[config.mk]
export PLATFORM = sky130hd
export DESIGN_NAME = rpap_rot_cell
export DESIGN_NICKNAME = d
export VERILOG_FILES = /design/src/rtl/rpap_pkg.sv /design/src/rtl/rpap_rot_cell.sv
export SDC_FILE = /design/constraint.sdc
export NUM_CORES = 1
export LEC_CHECK = 0
export BUFFER_PORTS_ARGS = -buffer_cell sky130_fd_sc_hd__clkbuf_2
export CAP_MARGIN = 20
export CORE_MARGIN = 10
export CORE_UTILIZATION = 53
export DETAILED_ROUTE_END_ITERATION = 8
export PLACE_DENSITY = 0.81
export SETUP_SLACK_MARGIN = 0.15
export SYNTH_ARGS = -nofsm -noshare
export SYNTH_HDL_FRONTEND = slang
export SYNTH_SLANG_ARGS = --single-unit
export TNS_END_PERCENT = 5
[constraint.sdc]
create_clock -name i_clk -period 7.45 [get_ports i_clk]
set_input_delay 1.49 -clock i_clk [delete_from_list [all_inputs] [get_ports i_clk]]
set_output_delay 1.49 -clock i_clk [all_outputs]
set_load 0.02 [all_outputs]
[src/rtl/rpap_pkg.sv]
// ----------------------------------------------------------------------------
// Rotate point about pivot: shared package
// Types, constants and the arctangent table used by the CORDIC cell chains.
// ----------------------------------------------------------------------------
package rpap_pkg;

    localparam int CORDIC_STAGES = 24;
    localparam int FRACTION_BITS = 16;
    localparam int GUARD_BITS    = 4;
    localparam int DW            = 40;   // CORDIC datapath width, Q16.20 plus headroom
    localparam int ZW            = 34;   // signed residual angle width in the rotation chain
    localparam int SW            = 5;    // stage index width

    localparam logic [30:0] TURN_SCALE      = 31'd683565276;
    localparam logic [22:0] INV_GAIN_SQ_Q24 = 23'd6186701;
    localparam logic [31:0] QUARTER_TURN    = 32'h4000_0000;
    localparam logic [31:0] HALF_TURN       = 32'h8000_0000;
    localparam logic [31:0] THREE_QUARTER_TURN = 32'hC000_0000;

    typedef struct packed {
        logic signed [31:0] pivot_u;
        logic signed [31:0] pivot_v;
        logic signed [31:0] point_u_in;
        logic signed [31:0] point_v_in;
        logic signed [19:0] turn_angle;
    } t_req;

    typedef struct packed {
        logic signed [31:0] point_u_out;
        logic signed [31:0] point_v_out;
        logic               saturated;
    } t_rsp;

    // Payload travelling down the vectoring chain.
    typedef struct packed {
        logic signed [DW-1:0] x;
        logic signed [DW-1:0] y;
        logic [31:0]          z;
        logic                 coincident;
        logic                 vertical;
        logic                 dv_pos;
        logic [31:0]          turn_bin;
        logic signed [31:0]   pu;
        logic signed [31:0]   pv;
    } t_vec;

    // Payload travelling down the rotation chain.
    typedef struct packed {
        logic signed [DW-1:0] x;
        logic signed [DW-1:0] y;
        logic signed [ZW-1:0] zs;
        logic signed [31:0]   pu;
        logic signed [31:0]   pv;
    } t_rot;

    // Arctangent of 2^-i as a binary angle (2^32 units per turn).
    function automatic logic [31:0] atan_bin(input logic [SW-1:0] idx);
        logic [31:0] a;
        case (idx)
            5'd0:  a = 32'h20000000;
            5'd1:  a = 32'h12E4051E;
            5'd2:  a = 32'h09FB385B;
            5'd3:  a = 32'h051111D4;
            5'd4:  a = 32'h028B0D43;
            5'd5:  a = 32'h0145D7E1;
            5'd6:  a = 32'h00A2F61E;
            5'd7:  a = 32'h00517C55;
            5'd8:  a = 32'h0028BE53;
            5'd9:  a = 32'h00145F2F;
            5'd10: a = 32'h000A2F98;
            5'd11: a = 32'h000517CC;
            5'd12: a = 32'h00028BE6;
            5'd13: a = 32'h000145F3;
            5'd14: a = 32'h0000A2FA;
            5'd15: a = 32'h0000517D;
            5'd16: a = 32'h000028BE;
            5'd17: a = 32'h0000145F;
            5'd18: a = 32'h00000A30;
            5'd19: a = 32'h00000518;
            5'd20: a = 32'h0000028C;
            5'd21: a = 32'h00000146;
            5'd22: a = 32'h000000A3;
            5'd23: a = 32'h00000051;
            5'd24: a = 32'h00000029;
            5'd25: a = 32'h00000014;
            5'd26: a = 32'h0000000A;
            5'd27: a = 32'h00000005;
            5'd28: a = 32'h00000003;
            5'd29: a = 32'h00000001;
            5'd30: a = 32'h00000001;
            default: a = 32'h00000000;
        endcase
        return a;
    endfunction

endpackage

[src/rtl/rpap_rot_cell.sv]
// ----------------------------------------------------------------------------
// Rotate point about pivot: rotation CORDIC cell
// One registered micro-rotation that turns the vector toward the target angle.
// ----------------------------------------------------------------------------
module rpap_rot_cell (
    input  logic             i_clk,
    input  logic             i_rst_n,
    input  logic             i_en,
    input  logic [rpap_pkg::SW-1:0] i_stage,
    input  logic             i_valid,
    input  rpap_pkg::t_rot   i_data,
    output logic             o_valid,
    output rpap_pkg::t_rot   o_data
);
    import rpap_pkg::*;

    logic r_valid;
    t_rot r_data;
    t_rot n_data;
    logic signed [ZW-1:0] atan_s;

    always_comb begin
        atan_s = signed'({{(ZW-32){1'b0}}, atan_bin(i_stage)});
        n_data = i_data;
        if (!i_data.zs[ZW-1]) begin
            n_data.x  = i_data.x - (i_data.y >>> i_stage);
            n_data.y  = i_data.y + (i_data.x >>> i_stage);
            n_data.zs = i_data.zs - atan_s;
        end else begin
            n_data.x  = i_data.x + (i_data.y >>> i_stage);
            n_data.y  = i_data.y - (i_data.x >>> i_stage);
            n_data.zs = i_data.zs + atan_s;
        end
    end

    always_ff @(posedge i_clk) begin
        if (!i_rst_n) begin
            r_valid <= 1'b0;
        end else if (i_en) begin
            r_valid <= i_valid;
        end
    end

    always_ff @(posedge i_clk) begin
        if (i_en) begin
            r_data <= n_data;
        end
    end

    assign o_valid = r_valid;
    assign o_data  = r_data;
endmodule

# Yosys cells after proc, flatten, opt, wreduce, memory -nomap -nowiden
# Memory sizes are Yosys's and may differ from the RTL's.
# Cells that the tools add are included.
# word_totals
regBits	179
mem_bits_ro	960
in_bits	187
out_inout_bits	179
wordCells	16
n_memories	1
# memory_table
memory	words	width	rd	rd_ports_with_merged_regs	wr	line_no	rtl
(name not given)	32	30	1	0	0	rpap_pkg.sv:59	case (idx)
# op_classes
add_sub_neg	6
n_shift	2
mux	1
# op_table
op	n
two-way mux 114 bit	1
adder 40 bit	2
>>> shifter 40 x 5 -> 40 bit	2
subtractor 40 bit	2
adder 34 x 33 -> 34 bit	1
subtractor 34 x 33 -> 34 bit	1

# Longest topological paths before layout
# logic_depth
ltp_word	3
ltp_mapped	31
mapped_depth_nobuf	24

# Least setup slack after synthesis
# Ideal clock, no wire load.
# synth_timing
path_type	input -> register
startpoint	input i_stage[2] in the netlist's numbering
endpoint	register r_data (netlist bit o_data[137]) (data pin)
setup_time_ps	258
arrival_ps	6927
required_ps	7192
setup_slack_ps	266
path_stages	26
path_buffers	4
path_cell_list	buf_2 > buf_2 > buf_2 > buf_2 > mux4_2 > mux2i_1 > o21ai_0 > a211oi_1 > ha_1 > inv_1 > nor4_2 > nand4_1 > nor2_1 > a21oi_1 > xor2_1 > ha_1 > a211oi_1 > nor2_1 > or4b_2 > o2111ai_1 > a21oi_1 > nor4_1 > o31ai_1 > a311oi_1 > a21o_1 > xnor2_1
# synth_lines
item	line_no	rtl
from (decl)	rpap_rot_cell.sv:9	input logic [rpap_pkg::SW-1:0] i_stage,
to (signal assigned)	rpap_rot_cell.sv:46	r_data <= n_data;
to (decl)	rpap_rot_cell.sv:18	t_rot r_data;

==> run metrics <==
FFs w/ async S/R, synth 0; clock share of power 0.164; Power Total 5.33 mW; # H-tree levels 4; Std-Cell Rows 72; hold endpoint o_valid; Most common cell on crit path buf_4; Initial Util 0.535; drc violations 0; IO Port Bufs 365; synthesized cell area 20700 µm²; worst skew pair latency 480 ps; clock root cell clkbuf_16; Post-Syn Instances 2245; final core utilization 0.679; #FFs+latches synth 179; reg2reg setup slack 6790 ps; CP Class in -> reg; P_sw 2.25 mW; max-cap viol count 0; worst hold path stage count 2; Fmax 140 MHz; DIE AREA 47300 µm²; WP buf/inv 5; chip width 218 µm; Setup-failing EPs final 0; FF/Latch Area 5370 µm²; number of flops mapped to enable cells by yosys 178; Slew headroom 0.376; Flop pwr share 0.274; delay-heaviest family, CP compound AO/OA/AOI/OAI gates; status finished clean; Comb pwr share 0.562; Hold Startpoint o_valid; final hold vios 0; post-place instance area 25600 µm²; Min-Delay Path Class reg -> reg; io pins 366; Worst-path clk slew 80 ps; Leakage 11.5 nW; area of the multi-input gates 14500 µm²; Fill cells 3054; worst r2r src o_valid; Netlist cell types 94; Worst path max stage delay 730 ps; CTS sink cnt 179; commonest non-fill, non-tap cell in the layout buf_4; vias in the first global route 22.6k; P_int 3.09 mW; Synth Flop Type edfxtp_1; crit path max-delay cell type o21ai_0; Routability Congestion 1.08; register area share after synthesis 0.259; Vias 23.0k; nets@finish 3210; Final Max Slew Viols 0; ANT nets after route 0; dpl hpwl 74800 µm; PD cells 203 nW/µm²; most frequent cells in the layout 403 x buf_4, 359 x clkbuf_2, 185 x a21oi_1, 181 x nand2_1; clk_skew 0 ps; Setup crit end kind register; placed cell count 3392; initial antenna violation count 4; Worst EP arrival 7420 ps; Sw Share 0.421; GR Util All Layers 0.383; final setup TNS 0 ps; Worst R2R End o_valid; period utilization 0.959; Least-Margin Pin Slew 929 ps; Layout area overhead 26.8%; reg2reg path depth 2; clock tree buffer depth 2; Post-Route WL 94900 µm; chip height 218 µm; Critical Path RT 7730 ps; Cell Count, Final, Fillers Out 3426; wire per inst 27.7 µm; initial DRC count 3543; Startpoint Class primary input; CTS tree built; final instance area 26200 µm²; Critical Path Fanout Max 28; RSZ-0062 raised after global routing yes; DR vias/cell 6.71; share of layout cells above drive strength 1 0.339; pin count of the biggest net entering global routing 74; hold-fix buffer count after cts 0; Synth Net Count 2560; Yosys Warn Count 0; core box area 38600 µm²; Period minus WS final 7140 ps; TritonRoute pass-1 iters 6; CTS buffer count 17; Peak supply drop 187 µV; first-pass GRT wire length 140000 µm; grt total ovfl 0; syn_area_per_cell 9.22 µm²
-- power by group through the flow --
stage               sequential, mW  combinational [mW]  clock [mW]
CTS                           1.46                2.91       0.884
global route                  1.48                3.17       0.920
finish                        1.46                3.00       0.877
detailed placement            1.48                2.88           0
global placement              1.47                2.81           0
floorplan                     1.75                1.44           0
-- per-layer routing --
metal  track usage  vias up  wire, µm
li1              -     9918         -
met1         0.468    10900     35200
met2         0.603     1731     42400
met3         0.116      395     11700
met4         0.198        6      5490
met5             0        -        40
-- worst min-delay path, stage by stage, from the launching register on --
cell	delay (ps)
dfxtp_1	340
mux2i_1	90
nor2b_1	110
-- metrics by stage --
step / worst slack, ps / hold slack [ps]
floorplan: 266 / 589
global placement: -340 / 529
detailed placement: -380 / 579
CTS: 187 / 588
global route: 115 / 631
finish: 308 / 568
-- cell families (layout without fill, tap and decap cells) --
family	count (synthesis)	count (layout)	share of synthesized area
AO/OA/AOI/OAI	688	688	0.220
AND/OR/NAND/NOR	634	634	0.150
multiplexers	237	237	0.169
XOR/XNOR	196	196	0.0830
buffers and inverters	183	845	0.0409
flip-flops	179	179	0.259
adder cells (fa/ha/maj)	128	128	0.0785
other	0	1	0
-- worst max-delay path by stage --
| stage | end | cells after the start | start | slack (ps) |
|---|---|---|---|---|
| after floorplan | o_data[137] | 26 | i_stage[2] | 270 |
| after global placement | o_data[137] | 26 | i_stage[0] | -340 |
| after detailed placement | o_data[137] | 26 | i_stage[0] | -380 |
| after CTS | o_data[137] | 26 | i_stage[0] | 190 |
| after global routing | o_data[134] | 25 | i_stage[0] | 120 |
| final | o_data[174] | 25 | i_stage[2] | 310 |
-- sequential cells by signal, summed over array words and instances (netlist names) --
name,flops
o_data,178
o_valid,1
-- synthesized netlist by cell type, types with 16 or more instances --
cell type	n	area share
o21a_1	22	0.0080
edfxtp_1	178	0.26
nor3_1	40	0.0097
mux2i_1	103	0.050
a22oi_1	23	0.0083
xor2_1	54	0.023
nor2_1	178	0.032
a21oi_1	186	0.045
nand3_1	41	0.0099
a211oi_1	25	0.0091
mux2_2	48	0.026
clkbuf_1	60	0.011
nand2_1	181	0.033
a31oi_1	41	0.012
nor2b_1	27	0.0082
inv_1	39	0.0071
xnor2_1	142	0.060
buf_2	43	0.010
o22ai_1	28	0.0085
nand2b_1	35	0.011
a21o_1	59	0.021
and3_1	28	0.0085
o221ai_1	16	0.0068
o211ai_1	19	0.0069
buf_1	20	0.0036
o21ai_0	119	0.029
mux4_2	83	0.090
and2_1	24	0.0073
ha_1	125	0.076
-- layout make-up --
cell class / count / share of cell area
multi-input combinational: 1883 / 0.555
sequential: 179 / 0.205
timing repair buffer: 770 / 0.189
tap: 518 / 0.0247
clock buffer: 17 / 0.0162
inverter: 44 / 0.00630
clock inverter: 14 / 0.00463
antenna: 1 / 0.0000954
-- what timing repair did --
action                                  in CTS  in global routing
buffers inserted                             0                  2
gates resized for setup                      2                 12
endpoints found under the setup margin       2                 18
endpoints found under the hold margin        0                  0
pin swaps                                    0                  3
No activity file was read; power rests on OpenSTA's default activity.
